--- config.mk ---
export PLATFORM = sky130hd
export DESIGN_NAME = i2c_master_byte_engine
export DESIGN_NICKNAME = d
export VERILOG_FILES = /design/src/design/i2cm_pkg.sv /design/src/design/i2c_master_byte_engine.sv /design/src/design/i2cm_front.sv /design/src/design/i2cm_engine.sv /design/src/design/i2cm_out_buf.sv
export SDC_FILE = /design/constraint.sdc
export NUM_CORES = 1
export LEC_CHECK = 0
export BUFFER_PORTS_ARGS = -buffer_cell sky130_fd_sc_hd__buf_4
export CAP_MARGIN = 5
export CORE_MARGIN = 4
export CORE_UTILIZATION = 36
export CTS_BUF_LIST = sky130_fd_sc_hd__clkbuf_4 sky130_fd_sc_hd__clkbuf_8 sky130_fd_sc_hd__clkbuf_16
export DETAILED_ROUTE_END_ITERATION = 7
export GPL_ROUTABILITY_DRIVEN = 0
export SKIP_CTS_REPAIR_TIMING = 1
export SYNTH_ARGS = -nofsm -noshare
export SYNTH_HDL_FRONTEND = slang
export SYNTH_HIERARCHICAL = 1
export SYNTH_SLANG_ARGS = --single-unit
--- constraint.sdc ---
create_clock -name clk -period 10.7 [get_ports clk]
set_input_delay 1.605 -clock clk [delete_from_list [all_inputs] [get_ports clk]]
set_output_delay 1.605 -clock clk [all_outputs]
set_load 0.005 [all_outputs]
--- src/design/i2cm_pkg.sv ---
// shared types, codes and constants of the i2c master byte engine
package i2cm_pkg;

  localparam int DATA_BITS = 8;
  localparam int PHASE_W   = 16;
  localparam int BITCNT_W  = 4;

  localparam logic [2:0] CMD_NONE  = 3'd0;
  localparam logic [2:0] CMD_START = 3'd1;
  localparam logic [2:0] CMD_ADDR  = 3'd2;
  localparam logic [2:0] CMD_WRITE = 3'd3;
  localparam logic [2:0] CMD_READ  = 3'd4;
  localparam logic [2:0] CMD_STOP  = 3'd5;

  localparam logic [DATA_BITS-1:0] RD_DIR_BIT = 8'h01;

  typedef struct packed {
    logic [2:0]           cmd;
    logic [DATA_BITS-1:0] data_byte;
    logic                 read_dir;
    logic                 last_byte;
    logic                 sda_in;
  } in_item_t;

  typedef struct packed {
    logic                 scl_out;
    logic                 sda_out;
    logic                 busy_res;
    logic                 done_res;
    logic [DATA_BITS-1:0] rx_byte;
    logic                 nack_seen;
    logic                 cmd_ignored;
  } res_item_t;

  typedef enum logic [1:0] {
    OP_NONE,
    OP_START,
    OP_BYTE,
    OP_STOP
  } op_kind_t;

  // classified tick as handed from the front to the engine
  typedef struct packed {
    op_kind_t             kind;
    logic [DATA_BITS-1:0] value;
    logic                 is_read;
    logic                 nack;
    logic                 sda_in;
  } op_t;

endpackage

--- src/design/i2c_master_byte_engine.sv ---
// top level of the i2c master byte engine: front queue, phase engine, result queue
//
// channel   direction  handshake                  payload
// item      in         push / full                in_item_t (cmd, data, sda sample)
// result    out        empty / pop                res_item_t (lines, status, rx byte)
// cfg       in         cfg_valid / cfg_ready      phase_ticks, 16 bits
//
// one tick per clock cycle while neither side stalls; a tick's result is
// registered in the front queue, then in the result queue, before it is visible
// the engine state update is the loop that sets this rate
// rst is synchronous; it clears both queues and returns the lines to released
// either side may stall: the two-entry queues absorb backpressure
// and full rises only once both queues hold waiting transfers
module i2c_master_byte_engine
  import i2cm_pkg::*;
(
  input  logic               clk,
  input  logic               rst,
  // tick input queue
  input  logic               push,
  output logic               full,
  input  in_item_t           item,
  // result queue
  output logic               empty,
  input  logic               pop,
  output res_item_t          result,
  // phase length register
  input  logic               cfg_valid,
  output logic               cfg_ready,
  input  logic [PHASE_W-1:0] cfg_data
);

  op_t       op;
  logic      op_valid;
  logic      op_take;
  res_item_t res;
  logic      res_valid;
  logic      res_ready;

  // register write is always accepted
  assign cfg_ready = 1'b1;

  // front: decode command, fold read direction into the address byte
  i2cm_front u_front (
    .clk      (clk),
    .rst      (rst),
    .push     (push),
    .full     (full),
    .item     (item),
    .op_valid (op_valid),
    .op_take  (op_take),
    .op       (op)
  );

  // engine: advances one tick per transfer from the front queue
  i2cm_engine u_engine (
    .clk       (clk),
    .rst       (rst),
    .cfg_we    (cfg_valid && cfg_ready),
    .cfg_data  (cfg_data),
    .op_valid  (op_valid),
    .op        (op),
    .op_take   (op_take),
    .res_ready (res_ready),
    .res_valid (res_valid),
    .res       (res)
  );

  // result side buffering, decouples pop from the engine
  i2cm_out_buf u_out_buf (
    .clk       (clk),
    .rst       (rst),
    .res_valid (res_valid),
    .res       (res),
    .res_ready (res_ready),
    .empty     (empty),
    .pop       (pop),
    .result    (result)
  );

endmodule

--- src/design/i2cm_front.sv ---
// front: classifies incoming ticks and queues them for the engine
module i2cm_front
  import i2cm_pkg::*;
(
  input  logic     clk,
  input  logic     rst,
  input  logic     push,
  output logic     full,
  input  in_item_t item,
  output logic     op_valid,
  input  logic     op_take,
  output op_t      op
);

  op_t        op_new;
  op_t        slots [2];
  logic       wr_ptr;
  logic       rd_ptr;
  logic [1:0] count;
  logic       do_push;
  logic       do_pop;

  // decode the command into an engine operation
  always_comb begin
    op_new.kind    = OP_NONE;
    op_new.value   = '0;
    op_new.is_read = 1'b0;
    op_new.nack    = 1'b0;
    op_new.sda_in  = item.sda_in;
    case (item.cmd)
      CMD_START: op_new.kind = OP_START;
      CMD_ADDR: begin
        op_new.kind  = OP_BYTE;
        op_new.value = item.data_byte | (item.read_dir ? RD_DIR_BIT : '0);
      end
      CMD_WRITE: begin
        op_new.kind  = OP_BYTE;
        op_new.value = item.data_byte;
      end
      CMD_READ: begin
        op_new.kind    = OP_BYTE;
        op_new.is_read = 1'b1;
        op_new.nack    = item.last_byte;
      end
      CMD_STOP: op_new.kind = OP_STOP;
      default:  op_new.kind = OP_NONE;
    endcase
  end

  assign full     = (count == 2'd2);
  assign op_valid = (count != 2'd0);
  assign op       = slots[rd_ptr];
  assign do_push  = push && !full;
  assign do_pop   = op_take && op_valid;

  always_ff @(posedge clk) begin
    if (do_push) begin
      slots[wr_ptr] <= op_new;
    end
  end

  always_ff @(posedge clk) begin
    if (rst) begin
      wr_ptr <= 1'b0;
      rd_ptr <= 1'b0;
      count  <= 2'd0;
    end else begin
      if (do_push) begin
        wr_ptr <= ~wr_ptr;
      end
      if (do_pop) begin
        rd_ptr <= ~rd_ptr;
      end
      count <= count + 2'(do_push) - 2'(do_pop);
    end
  end

endmodule

--- src/design/i2cm_engine.sv ---
// back end: scl/sda phase sequencer, one tick per cycle while a tick waits and the result queue has room
module i2cm_engine
  import i2cm_pkg::*;
(
  input  logic               clk,
  input  logic               rst,
  input  logic               cfg_we,
  input  logic [PHASE_W-1:0] cfg_data,
  input  logic               op_valid,
  input  op_t                op,
  output logic               op_take,
  input  logic               res_ready,
  output logic               res_valid,
  output res_item_t          res
);

  typedef enum logic [3:0] {
    PH_IDLE,
    PH_ST_REL,
    PH_ST_SCLH,
    PH_ST_SDAL,
    PH_ST_SCLL,
    PH_BIT_LO,
    PH_BIT_HI,
    PH_ACK_LO,
    PH_ACK_HI,
    PH_BYTE_END,
    PH_SP_LO,
    PH_SP_SCLH,
    PH_SP_SDAH
  } phase_t;

  logic [PHASE_W-1:0]   phase_ticks;
  phase_t               phase_state, phase_state_next;
  logic [BITCNT_W-1:0]  bit_count, bit_count_next;
  logic [DATA_BITS-1:0] shift_reg, shift_reg_next;
  logic [PHASE_W-1:0]   tick_count, tick_count_next;
  logic                 nack_flag, nack_flag_next;
  logic                 answer_nack, answer_nack_next;
  logic                 scl_level, scl_level_next;
  logic                 sda_level, sda_level_next;
  logic                 is_read, is_read_next;
  logic [DATA_BITS-1:0] rx_hold, rx_hold_next;
  logic                 done, ignored;
  logic [PHASE_W-1:0]   limit;
  logic                 fire;

  assign fire      = op_valid && res_ready;
  assign op_take   = fire;
  assign res_valid = fire;
  assign limit     = (phase_ticks == '0) ? PHASE_W'(1) : phase_ticks;

  always_comb begin
    phase_state_next = phase_state;
    bit_count_next   = bit_count;
    shift_reg_next   = shift_reg;
    tick_count_next  = tick_count;
    nack_flag_next   = nack_flag;
    answer_nack_next = answer_nack;
    scl_level_next   = scl_level;
    sda_level_next   = sda_level;
    is_read_next     = is_read;
    rx_hold_next     = rx_hold;
    done             = 1'b0;
    ignored          = 1'b0;

    // command launch, or drop when busy
    if (op.kind != OP_NONE) begin
      if (phase_state != PH_IDLE) begin
        ignored = 1'b1;
      end else begin
        tick_count_next = '0;
        case (op.kind)
          OP_START: begin
            nack_flag_next   = 1'b0;
            phase_state_next = PH_ST_REL;
          end
          OP_BYTE: begin
            shift_reg_next   = op.value;
            is_read_next     = op.is_read;
            answer_nack_next = op.nack;
            bit_count_next   = '0;
            phase_state_next = PH_BIT_LO;
          end
          OP_STOP: phase_state_next = PH_SP_LO;
          default: phase_state_next = phase_state;
        endcase
      end
    end

    if (phase_state_next != PH_IDLE) begin
      // drive lines for the current phase
      case (phase_state_next)
        PH_ST_REL:  sda_level_next = 1'b1;
        PH_ST_SCLH: scl_level_next = 1'b1;
        PH_ST_SDAL: sda_level_next = 1'b0;
        PH_ST_SCLL: scl_level_next = 1'b0;
        PH_BIT_LO: begin
          scl_level_next = 1'b0;
          sda_level_next = is_read_next | shift_reg_next[DATA_BITS-1];
        end
        PH_BIT_HI:  scl_level_next = 1'b1;
        PH_ACK_LO: begin
          scl_level_next = 1'b0;
          sda_level_next = is_read_next ? answer_nack_next : 1'b1;
        end
        PH_ACK_HI:   scl_level_next = 1'b1;
        PH_BYTE_END: scl_level_next = 1'b0;
        PH_SP_LO: begin
          scl_level_next = 1'b0;
          sda_level_next = 1'b0;
        end
        PH_SP_SCLH: scl_level_next = 1'b1;
        PH_SP_SDAH: sda_level_next = 1'b1;
        default:    scl_level_next = scl_level_next;
      endcase

      tick_count_next = tick_count_next + PHASE_W'(1);

      // phase end
      if (tick_count_next >= limit) begin
        tick_count_next = '0;
        case (phase_state_next)
          PH_ST_REL:  phase_state_next = PH_ST_SCLH;
          PH_ST_SCLH: phase_state_next = PH_ST_SDAL;
          PH_ST_SDAL: phase_state_next = PH_ST_SCLL;
          PH_BIT_LO:  phase_state_next = PH_BIT_HI;
          PH_BIT_HI: begin
            shift_reg_next   = {shift_reg_next[DATA_BITS-2:0], is_read_next & op.sda_in};
            bit_count_next   = bit_count_next + BITCNT_W'(1);
            phase_state_next = (bit_count_next >= BITCNT_W'(DATA_BITS)) ? PH_ACK_LO
                                                                         : PH_BIT_LO;
          end
          PH_ACK_LO: phase_state_next = PH_ACK_HI;
          PH_ACK_HI: begin
            if (!is_read_next && op.sda_in) begin
              nack_flag_next = 1'b1;
            end
            phase_state_next = PH_BYTE_END;
          end
          PH_BYTE_END: begin
            if (is_read_next) begin
              rx_hold_next = shift_reg_next;
            end
            phase_state_next = PH_IDLE;
            done             = 1'b1;
          end
          PH_SP_LO:   phase_state_next = PH_SP_SCLH;
          PH_SP_SCLH: phase_state_next = PH_SP_SDAH;
          default: begin
            // end of start or stop sequence
            phase_state_next = PH_IDLE;
            done             = 1'b1;
          end
        endcase
      end
    end
  end

  always_comb begin
    res.scl_out     = scl_level_next;
    res.sda_out     = sda_level_next;
    res.busy_res    = (phase_state_next != PH_IDLE);
    res.done_res    = done;
    res.rx_byte     = rx_hold_next;
    res.nack_seen   = nack_flag_next;
    res.cmd_ignored = ignored;
  end

  always_ff @(posedge clk) begin
    if (rst) begin
      phase_ticks <= PHASE_W'(1);
      phase_state <= PH_IDLE;
      bit_count   <= '0;
      shift_reg   <= '0;
      tick_count  <= '0;
      nack_flag   <= 1'b0;
      answer_nack <= 1'b0;
      scl_level   <= 1'b1;
      sda_level   <= 1'b1;
      is_read     <= 1'b0;
      rx_hold     <= '0;
    end else begin
      if (cfg_we) begin
        phase_ticks <= cfg_data;
      end
      if (fire) begin
        phase_state <= phase_state_next;
        bit_count   <= bit_count_next;
        shift_reg   <= shift_reg_next;
        tick_count  <= tick_count_next;
        nack_flag   <= nack_flag_next;
        answer_nack <= answer_nack_next;
        scl_level   <= scl_level_next;
        sda_level   <= sda_level_next;
        is_read     <= is_read_next;
        rx_hold     <= rx_hold_next;
      end
    end
  end

endmodule

--- src/design/i2cm_out_buf.sv ---
// two-entry result queue in front of the result port
module i2cm_out_buf
  import i2cm_pkg::*;
(
  input  logic      clk,
  input  logic      rst,
  input  logic      res_valid,
  input  res_item_t res,
  output logic      res_ready,
  output logic      empty,
  input  logic      pop,
  output res_item_t result
);

  res_item_t  slots [2];
  logic       wr_ptr;
  logic       rd_ptr;
  logic [1:0] count;
  logic       do_push;
  logic       do_pop;

  assign res_ready = (count != 2'd2);
  assign empty     = (count == 2'd0);
  assign result    = slots[rd_ptr];
  assign do_push   = res_valid && res_ready;
  assign do_pop    = pop && !empty;

  always_ff @(posedge clk) begin
    if (do_push) begin
      slots[wr_ptr] <= res;
    end
  end

  always_ff @(posedge clk) begin
    if (rst) begin
      wr_ptr <= 1'b0;
      rd_ptr <= 1'b0;
      count  <= 2'd0;
    end else begin
      if (do_push) begin
        wr_ptr <= ~wr_ptr;
      end
      if (do_pop) begin
        rd_ptr <= ~rd_ptr;
      end
      count <= count + 2'(do_push) - 2'(do_pop);
    end
  end

endmodule

==> results.py, run 1 <==
metrics = {
    "run_status": {
        "status": "finished, final reports clean",
    },
    "clock_network": {
        "insertion_delay_ps": 420,
        "cts_sinks": 125,
        "cts_tree": "done",
        "cts_buffers": 17,
        "clockBufferDepth": 2,
        "ctsRootBufferMaster": "clkbuf_16",
        "htree_num_levels": 4,
        "clkTransAtPathRegs_ps": 60,
    },
    "worst_setup_path": {
        "r2r_slack_ps": 5110,
        "critPathMaxFanout": 15,
        "cp.arrival_ps": 5750,
        "cp.required_ps": 10860,
        "r2r_cells": 19,
        "cp-end-kind": "flop",
        "start_kind": "flop",
        "r2r_end": "u_out_buf/slots[1][11]",
        "crit_type": "flop to flop",
    },
    "die": {
        "row_count": 49,
        "num_io_pins": 52,
        "core_um2": 18000,
        "die_h_um": 143,
        "dieArea_um2": 20500,
        "start_util_pct": 36.6,
        "die_w_um": 143,
    },
    "grt": {
        "grt_usage_pct": 14.3,
        "grt_pass1_wl_um": 23400,
        "overflow": 0,
        "grt_pass1_vias": 4652,
        "grt_max_degree": 48,
        "antenna_found_initial": 0,
    },
    "cells_and_area": {
        "area_growth_pct": 16.1,
        "drive_gt1_share_pct": 21.9,
        "final_util_pct": 42.5,
        "top_regs": "u_out_buf/slots x28, u_front/slots x26",
        "final_common_cell": "dfxtp_1",
        "final_cell_mix": "dfxtp_1 (71), nor2_1 (61), edfxtp_1 (54)",
        "largest_reg_flops": 28,
        "top_register": "u_out_buf/slots",
        "layout.nets": 729,
        "diodes": 0,
    },
    "sta": {
        "finClkSkew_ps": 7.84,
        "setup_ws_ps": 5110,
        "hold_viol": 0,
        "worst_pin_slew_ps": 1140,
        "maxSlewViolCount": 0,
        "fin_crit_ps": 5590,
        "hold_ws_ps": 470,
        "fmax_ghz": 0.179,
        "finalSetupTns_ps": 0,
        "period_share_pct": 52.3,
        "rsz0062_at_grt": "no",
        "setup_viol": 0,
        "max_slew_margin_pct": 24.0,
    },
    "logic_synthesis": {
        "synth.distinct_cells": 77,
        "syn_inst": 634,
        "postSynthAreaPerCell_um2": 10.4,
        "synth_edf_count": 54,
        "syn_area_um2": 6580,
        "yosysSeqAreaShare_pct": 46.3,
        "synthTopCellsByArea": "edfxtp_1 (25%), dfxtp_1 (22%), ha_1 (4.9%)",
        "synth_top_area_share_pct": 24.7,
        "yosysTopAreaCell": "edfxtp_1",
        "synth_nets": 695,
        "ys.flop_type": "dfxtp_1",
        "yosysWarnings": 6,
        "synthArstFlopShare_pct": 0,
        "synth_seq_cells": 125,
    },
    "placement": {
        "dpl_worst_slack_ps": 5150,
        "place_hpwl_um": 10100,
        "io_buffer_count": 50,
    },
    "route": {
        "routed_via_density": 5.24,
        "num_vias": 4766,
        "routed.top_layer": "met4",
        "final_antenna_net_count": 0,
        "dr.pass1.iters": 4,
        "wl_met1_um": 6950,
        "drcViolationCount": 0,
        "wire_per_inst_um": 15.7,
        "route.met2.wl_um": 6290,
        "dr_wl_met3_um": 799,
        "wl_um": 14300,
        "drt_first_iter_violations": 295,
    },
    "job": {
        "cap_violations": 0,
    },
    "hold_path": {
        "holdPathEnd": "u_engine/shift_reg[1]",
        "hold_path_depth": 1,
        "holdCritStartpoint": "u_engine/shift_reg[1]",
        "hp-class": "flop to flop",
    },
    "power": {
        "vdd_drop_max_mv": 0.155,
        "power.density_nw_per_um2": 272,
        "total_power_w": 0.00207,
        "power_leakage_nw": 2.94,
    },
}
==> report_power, final <==
group,total (W),internal [W],switching [W]
combinational,0.000819,0.000315,0.000504
clock,0.000573,0.000332,0.000241
sequential,0.000682,0.000615,0.0000674
==> cell families after synthesis <==
group	Yosys count	share of synthesized area (%)
muxes	54	9.45
xor gates and xnor gates	16	2.13
other	1	0.0570
DFF	125	46.3
buffers and inverters	64	4.72
adders and majority gates	26	4.95
and+or+nand+nor	218	17.6
AOI/OAI and AO/OA	130	14.9
==> routing by layer <==
layer  up-vias  global-route usage, %
met2       138                   21.3
met5         -                      0
met3        15                   3.28
met1      2227                   20.3
li1       2386                      -
met4         0                   5.45
==> worst max path at each step <==
stage | start | to | slack, ps | depth (start not counted)
floorplan | flop | u_out_buf/slots[0][11] | 5970 | 22
detailed placement | flop | u_out_buf/slots[1][11] | 5150 | 19
global route | flop | u_out_buf/slots[1][11] | 4590 | 20
global placement | flop | u_out_buf/slots[0][11] | 5310 | 20
CTS | flop | u_out_buf/slots[1][11] | 5110 | 19
finish | flop | u_out_buf/slots[1][11] | 5110 | 19
==> Yosys cell counts (all sizes together) (15+ instances only) <==
library cell / number
ha: 26
edfxtp: 54
buf: 24
o21ai: 29
nor2: 63
a31oi: 15
nand3: 23
mux2: 29
inv: 28
dfxtp: 71
nand2: 49
a21oi: 25
and2: 17
mux2i: 25
==> area by class of cell <==
| class | instances | area (µm²) |
|---|---|---|
| clock buffer | 17 | 425 |
| clock inverter | 15 | 173 |
| fill | 1699 | 10300 |
| inverter | 29 | 109 |
| multi-input combinational | 445 | 3220 |
| sequential | 125 | 3040 |
| tap | 229 | 287 |
| timing repair buffer | 50 | 375 |
==> worst max-delay path, cell delays in order, from the launching register on <==
cell      delay, ps
dfxtp_1         670
mux2_2          430
inv_1            90
ha_1            300
nor3_2          120
nand2_1         240
and2_1          200
ha_1            270
nand3_1         100
nor2_1          220
and3_4          250
nand3_2         100
or2_2           280
a21oi_1         180
ha_1            180
nand4_1         120
a311oi_4        590
nor2_2          270
or3_1           420
a211o_1         280
==> stage by stage <==
step	area (µm²)	std cells
3_5_place_dp	7040	878
6_report	7640	910
2_1_floorplan	6580	634
4_1_cts	7640	910
5_1_grt	7640	910
3_3_place_gp	7040	878
(Power assumes the default switching activity.)
==> run 2, diff against run 1 <==
--- a/config.mk
+++ b/config.mk
@@ -5,6 +5,7 @@
 export SDC_FILE = /design/constraint.sdc
 export NUM_CORES = 1
 export LEC_CHECK = 0
+export ABC_AREA = 1
 export BUFFER_PORTS_ARGS = -buffer_cell sky130_fd_sc_hd__buf_4
 export CAP_MARGIN = 5
 export CORE_MARGIN = 4
==> constraint.sdc (replaced) <==
create_clock -name clk -period 5.82 [get_ports clk]
set_input_delay 0.873 -clock clk [delete_from_list [all_inputs] [get_ports clk]]
set_output_delay 0.873 -clock clk [all_outputs]
set_load 0.005 [all_outputs]
==> results.py, run 2 <==
metrics = {
    "cells_and_area": {
        "final_cell_mix": "nand2_1 (267), inv_1 (119), nor2_1 (76)",
        "final_common_cell": "nand2_1",
        "area_growth_pct": 13.8,
        "fillers": 1994,
        "top_register": "u_out_buf/slots",
        "final_util_pct": 42.2,
        "drive_gt1_share_pct": 16.8,
        "layout.nets": 1033,
        "diodes": 0,
        "largest_reg_flops": 28,
        "top_regs": "u_out_buf/slots x28, u_front/slots x26",
    },
    "sta": {
        "maxSlewViolCount": 0,
        "finalSetupTns_ps": 0,
        "max_slew_margin_pct": 26.4,
        "rsz0062_at_grt": "no",
        "worst_pin_slew_ps": 1100,
        "setup_ws_ps": 1130,
        "finClkSkew_ps": 9.48,
        "setup_viol": 0,
        "fmax_ghz": 0.213,
        "hold_viol": 0,
        "fin_crit_ps": 4690,
        "period_share_pct": 80.5,
    },
    "logic_synthesis": {
        "yosysSeqAreaShare_pct": 41.5,
        "yosysMostFrequentCell": "nand2_1",
        "synthTopCellsByArea": "edfxtp_1 (22%), dfxtp_1 (19%), nand2_1 (14%)",
        "ys.flop_type": "dfxtp_1",
        "synth_edf_count": 54,
        "yosysTopAreaCell": "edfxtp_1",
        "syn_inst": 940,
        "syn_area_um2": 7340,
        "synth_top_area_share_pct": 22.1,
        "postSynthAreaPerCell_um2": 7.80,
        "yosysWarnings": 6,
        "synth.distinct_cells": 49,
        "synthArstFlopShare_pct": 0,
        "synth_seq_cells": 125,
        "yosys-top-cells-count": "nand2_1 (267), inv_1 (119), nor2_1 (76)",
        "synth_nets": 1001,
    },
    "grt": {
        "antenna_found_initial": 0,
        "grt_pass1_wl_um": 27200,
        "grt_pass1_vias": 5540,
        "overflow": 0,
        "grt_max_degree": 59,
        "grt_usage_pct": 14.8,
    },
    "worst_setup_path": {
        "r2r_slack_ps": 1130,
        "cp.arrival_ps": 4860,
        "critPathMaxFanout": 40,
        "crit_type": "flop to flop",
        "cp-end-kind": "flop",
        "r2r_cells": 26,
        "crit_cells": 26,
        "cp.required_ps": 5990,
        "cp_slowest_cell": "nand3_4",
        "r2r_end": "u_out_buf/slots[0][10]",
        "cp_common_cell": "nand2_1",
        "crit_buf_inv": 7,
        "start_kind": "flop",
        "crit_end": "u_out_buf/slots[0][10]",
        "slowest_delay_ps": 400,
        "critPathTopFamily": "simple AND/OR/NAND/NOR gates",
    },
    "route": {
        "drcViolationCount": 0,
        "routed_via_density": 4.73,
        "wire_per_inst_um": 12.7,
        "drt_first_iter_violations": 357,
        "num_vias": 5917,
        "dr.pass1.iters": 5,
        "final_antenna_net_count": 0,
        "wl_um": 15900,
    },
    "die": {
        "row_count": 51,
        "die_w_um": 151,
        "start_util_pct": 37.1,
        "core_um2": 19800,
        "die_h_um": 151,
        "dieArea_um2": 22700,
        "num_io_pins": 52,
    },
    "power": {
        "seqPwrFrac_pct": 30.3,
        "power_leakage_nw": 3.87,
        "p_clk_share_pct": 22.3,
        "power.density_nw_per_um2": 535,
        "vdd_drop_max_mv": 0.318,
        "comb_power_share_pct": 47.4,
        "p_int_w": 0.00254,
        "swShare_pct": 43.2,
        "power_switching_w": 0.00193,
    },
    "clock_network": {
        "clockBufferDepth": 2,
        "clkTransAtPathRegs_ps": 60,
        "cts_tree": "done",
        "cts_sinks": 125,
        "insertion_delay_ps": 410,
        "htree_num_levels": 4,
        "cts_buffers": 17,
        "ctsRootBufferMaster": "clkbuf_16",
    },
    "placement": {
        "io_buffer_count": 50,
        "dpl_worst_slack_ps": 1180,
        "place_hpwl_um": 10700,
    },
    "job": {
        "cap_violations": 0,
    },
    "hold_path": {
        "hp-class": "flop to flop",
    },
    "run_status": {
        "status": "finished, final reports clean",
    },
}
==> run 2: worst register-to-register path: cells and delay by family, from the launching register on <==
| kind | cells | cell delay, ps |
|---|---|---|
| buffers and inverters | 7 | 970 |
| adders and majority gates | 3 | 690 |
| and+or+nand+nor | 14 | 1730 |
| muxes | 1 | 400 |
| AOI/OAI and AO/OA | 1 | 350 |
| DFF | 1 | 300 |
==> run 2: worst min path at each step <==
| stage | start | to | slack, ps | cells past startpoint |
|---|---|---|---|---|
| finish | u_engine/shift_reg[1] | u_engine/shift_reg[1] | 470 | 2 |
| CTS | u_engine/shift_reg[2] | u_engine/shift_reg[2] | 470 | 2 |
| global route | u_engine/shift_reg[1] | u_engine/shift_reg[1] | 490 | 2 |
| detailed placement | u_engine/shift_reg[1] | u_engine/shift_reg[1] | 460 | 2 |
| floorplan | u_engine/scl_level | u_engine/scl_level | 440 | 2 |
| global placement | u_engine/is_read | u_engine/is_read | 450 | 2 |
==> run 2: per-stage QoR <==
step	hold WS [ps]	area (µm²)	power, W	std cells
5_1_grt	491	8350	0.00485	1250
4_1_cts	466	8350	0.00449	1250
3_3_place_gp	454	7790	0.00346	1218
6_report	467	8350	0.00446	1250
2_1_floorplan	441	7340	0.00307	940
3_5_place_dp	458	7790	0.00348	1218
==> run 2: cells by family after synthesis <==
kind of cell | Yosys count | synth area share, %
XOR/XNOR | 8 | 1.06
AO/OA/AOI/OAI | 135 | 10.1
AND/OR/NAND/NOR | 450 | 27.8
flip-flops | 125 | 41.5
adder cells (fa/ha/maj) | 26 | 4.43
other | 1 | 0.0511
buffers and inverters | 168 | 10.4
multiplexers | 27 | 4.66
==> run 2: cell type report <==
class	instances	area [µm²]	share of cell area [%]
Clock buffer	19	440	5.27
Clock inverter	13	115	1.38
Inverter	126	478	5.72
Multi-Input combinational cell	647	3530	42.3
Sequential cell	125	3040	36.4
Tap cell	265	332	3.97
Timing Repair Buffer	55	413	4.95
==> run 2: power groups by stage <==
stage	clock [W]	sequential [W]	combinational, W
2_1_floorplan	0	0.00133	0.00174
3_5_place_dp	0	0.00137	0.00211
4_1_cts	0.00102	0.00135	0.00212
6_report	0.000997	0.00135	0.00211
5_1_grt	0.00106	0.00139	0.00241
3_3_place_gp	0	0.00136	0.00209
==> run 2: layer usage <==
layer / track usage [%] / wire length, µm
met1: 21.6 / 8180
met2: 21.9 / 6590
met3: 2.92 / 844
met4: 5.12 / 238
met5: 0 / 0
==> run 3, diff against run 2 <==
--- a/config.mk
+++ b/config.mk
@@ -5,7 +5,7 @@
 export SDC_FILE = /design/constraint.sdc
 export NUM_CORES = 1
 export LEC_CHECK = 0
-export ABC_AREA = 1
+export ABC_AREA = 0
 export BUFFER_PORTS_ARGS = -buffer_cell sky130_fd_sc_hd__buf_4
 export CAP_MARGIN = 5
 export CORE_MARGIN = 4
==> constraint.sdc (replaced) <==
create_clock -name clk -period 4.7 [get_ports clk]
set_input_delay 0.705 -clock clk [delete_from_list [all_inputs] [get_ports clk]]
set_output_delay 0.705 -clock clk [all_outputs]
set_load 0.005 [all_outputs]
==> results.py, run 3 (synthesis gave the netlist of run 1 again) <==
metrics = {
    "grt": {
        "overflow": 0,
        "antenna_found_initial": 0,
        "grt_pass1_wl_um": 24000,
        "grt_usage_pct": 14.8,
        "grt_max_degree": 48,
        "grt_pass1_vias": 4855,
    },
    "cells_and_area": {
        "drive_gt1_share_pct": 24.7,
        "largest_reg_flops": 28,
        "top_regs": "u_out_buf/slots x28, u_front/slots x26",
        "final_cell_mix": "dfxtp_1 (71), buf_4 (68), nor2_1 (59)",
        "area_growth_pct": 18.0,
        "fillers": 1698,
        "final_common_cell": "dfxtp_1",
        "top_register": "u_out_buf/slots",
        "layout.nets": 747,
        "final_cell_area_um2": 7760,
        "multi_input_area_um2": 3260,
        "final_util_pct": 43.2,
        "ff_latch_area_um2": 3040,
        "diodes": 0,
    },
    "worst_setup_path": {
        "start_kind": "flop",
        "crit_buf_inv": 1,
        "critPathMaxFanout": 7,
        "cp.arrival_ps": 4560,
        "slowest_delay_ps": 460,
        "r2r_cells": 20,
        "cp-end-kind": "flop",
        "r2r_end": "u_out_buf/slots[1][11]",
        "crit_path_cell_trace": "mux2_2, inv_1, ha_4, nor3_2, nand2_1, and2_1, ha_1, nand2_1, nor2_2, nand3_2, o21ai_2, a21oi_1, ha_1, and3_1, a221oi_2, a21boi_2, a311oi_4, nor2_4, or3_1, a211o_1",
        "critPathTopFamily": "simple AND/OR/NAND/NOR gates",
        "cp.required_ps": 4870,
        "r2r_slack_ps": 310,
        "crit_type": "flop to flop",
        "cp_slowest_cell": "a311oi_4",
    },
    "die": {
        "core_um2": 18000,
        "num_io_pins": 52,
        "start_util_pct": 36.6,
        "row_count": 49,
        "die_h_um": 143,
        "die_w_um": 143,
        "dieArea_um2": 20500,
    },
    "sta": {
        "maxSlewViolCount": 0,
        "max_slew_margin_pct": 23.9,
        "period_share_pct": 93.5,
        "hold_viol": 0,
        "fmax_ghz": 0.228,
        "hold_ws_ps": 473,
        "worst_pin_slew_ps": 1140,
        "finClkSkew_ps": 10.0,
        "fin_crit_ps": 4390,
        "setup_viol": 0,
    },
    "power": {
        "vdd_drop_max_mv": 0.369,
        "power.density_nw_per_um2": 614,
        "power_leakage_nw": 3.01,
        "total_power_w": 0.00476,
    },
    "clock_network": {
        "cts_tree": "done",
        "htree_num_levels": 4,
        "insertion_delay_ps": 420,
        "clkTransAtPathRegs_ps": 60,
        "clockBufferDepth": 2,
        "ctsRootBufferMaster": "clkbuf_16",
        "cts_sinks": 125,
        "cts_buffers": 17,
    },
    "route": {
        "drcViolationCount": 0,
        "num_vias": 4849,
        "drt_first_iter_violations": 340,
        "routed_via_density": 5.23,
        "wl_um": 14700,
        "wire_per_inst_um": 15.9,
        "final_antenna_net_count": 0,
        "dr.pass1.iters": 5,
    },
    "hold_path": {
        "holdPathEnd": "u_engine/shift_reg[1]",
        "hold_path_depth": 1,
        "hp-class": "flop to flop",
        "holdCritStartpoint": "u_engine/shift_reg[1]",
    },
    "run_status": {
        "status": "finished, final reports clean",
    },
    "placement": {
        "dpl_cell_area_um2": 7170,
        "place_hpwl_um": 10600,
        "io_buffer_count": 50,
    },
    "job": {
        "cap_violations": 0,
    },
}
-- run 3: cell count changes in the layout (fill, tap and decap cells not counted), moves of 12 or more --
cell     change
nor2_1      -17
o21ai_0     -25
buf_4       +13
nand3_1     -29
a22o_1      +12
nand2_1    -222
mux2i_1     +25
and2_1      +17
a21oi_1     -39
inv_1       -93
-- run 3: how the worst max path moves through the flow --
stage	start	endpoint	slack, ps	cells past startpoint
after floorplan	flop	u_out_buf/slots[0][11]	30	22
after global placement	flop	u_out_buf/slots[1][11]	250	20
after detailed placement	flop	u_engine/shift_reg[7]	100	20
after CTS	flop	u_engine/shift_reg[7]	80	21
after global routing	flop	u_out_buf/slots[0][11]	-30	20
final	flop	u_out_buf/slots[1][11]	310	20
-- run 3: layout make-up --
type	count	area share [%]
Tap cell	229	3.69
Clock buffer	19	5.76
Timing Repair Buffer	68	6.58
Sequential cell	125	39.2
Inverter	29	1.40
Multi-Input combinational cell	445	42.0
Clock inverter	13	1.39
-- run 3: metrics by stage --
| step | worst slack (ps) | setup TNS [ps] | std cells |
|---|---|---|---|
| 6_report | 305 | 0 | 928 |
| 5_1_grt | -27.8 | -102 | 928 |
| 4_1_cts | 80.9 | 0 | 927 |
| 3_5_place_dp | 98.3 | 0 | 895 |
| 3_3_place_gp | 249 | 0 | 895 |
| 2_1_floorplan | 25.2 | 0 | 634 |
-- run 3: metal layers --
metal / up-vias / global-route usage (%) / wire length, µm
li1: 2407 / - / -
met2: 143 / 22.1 / 6650
met5: - / 0 / 0
met1: 2286 / 20.6 / 7020
met4: 0 / 5.65 / 181
met3: 13 / 3.72 / 869
-- run 3: worst reg2reg max path, delay by kind of cell (launching register included) --
family	cells	cell delay [ps]
simple gates	9	1370
flops	1	360
fa+ha+maj	3	670
buf+inv	1	130
compound gates	6	1240
mux	1	380
-- run 3: power by group --
part / leakage (nW) / internal [W] / switching (W) / total (W)
clock: 0.269 / 0.000704 / 0.000510 / 0.00121
sequential: 1.09 / 0.00140 / 0.000126 / 0.00153
combinational: 1.65 / 0.000810 / 0.00121 / 0.00202
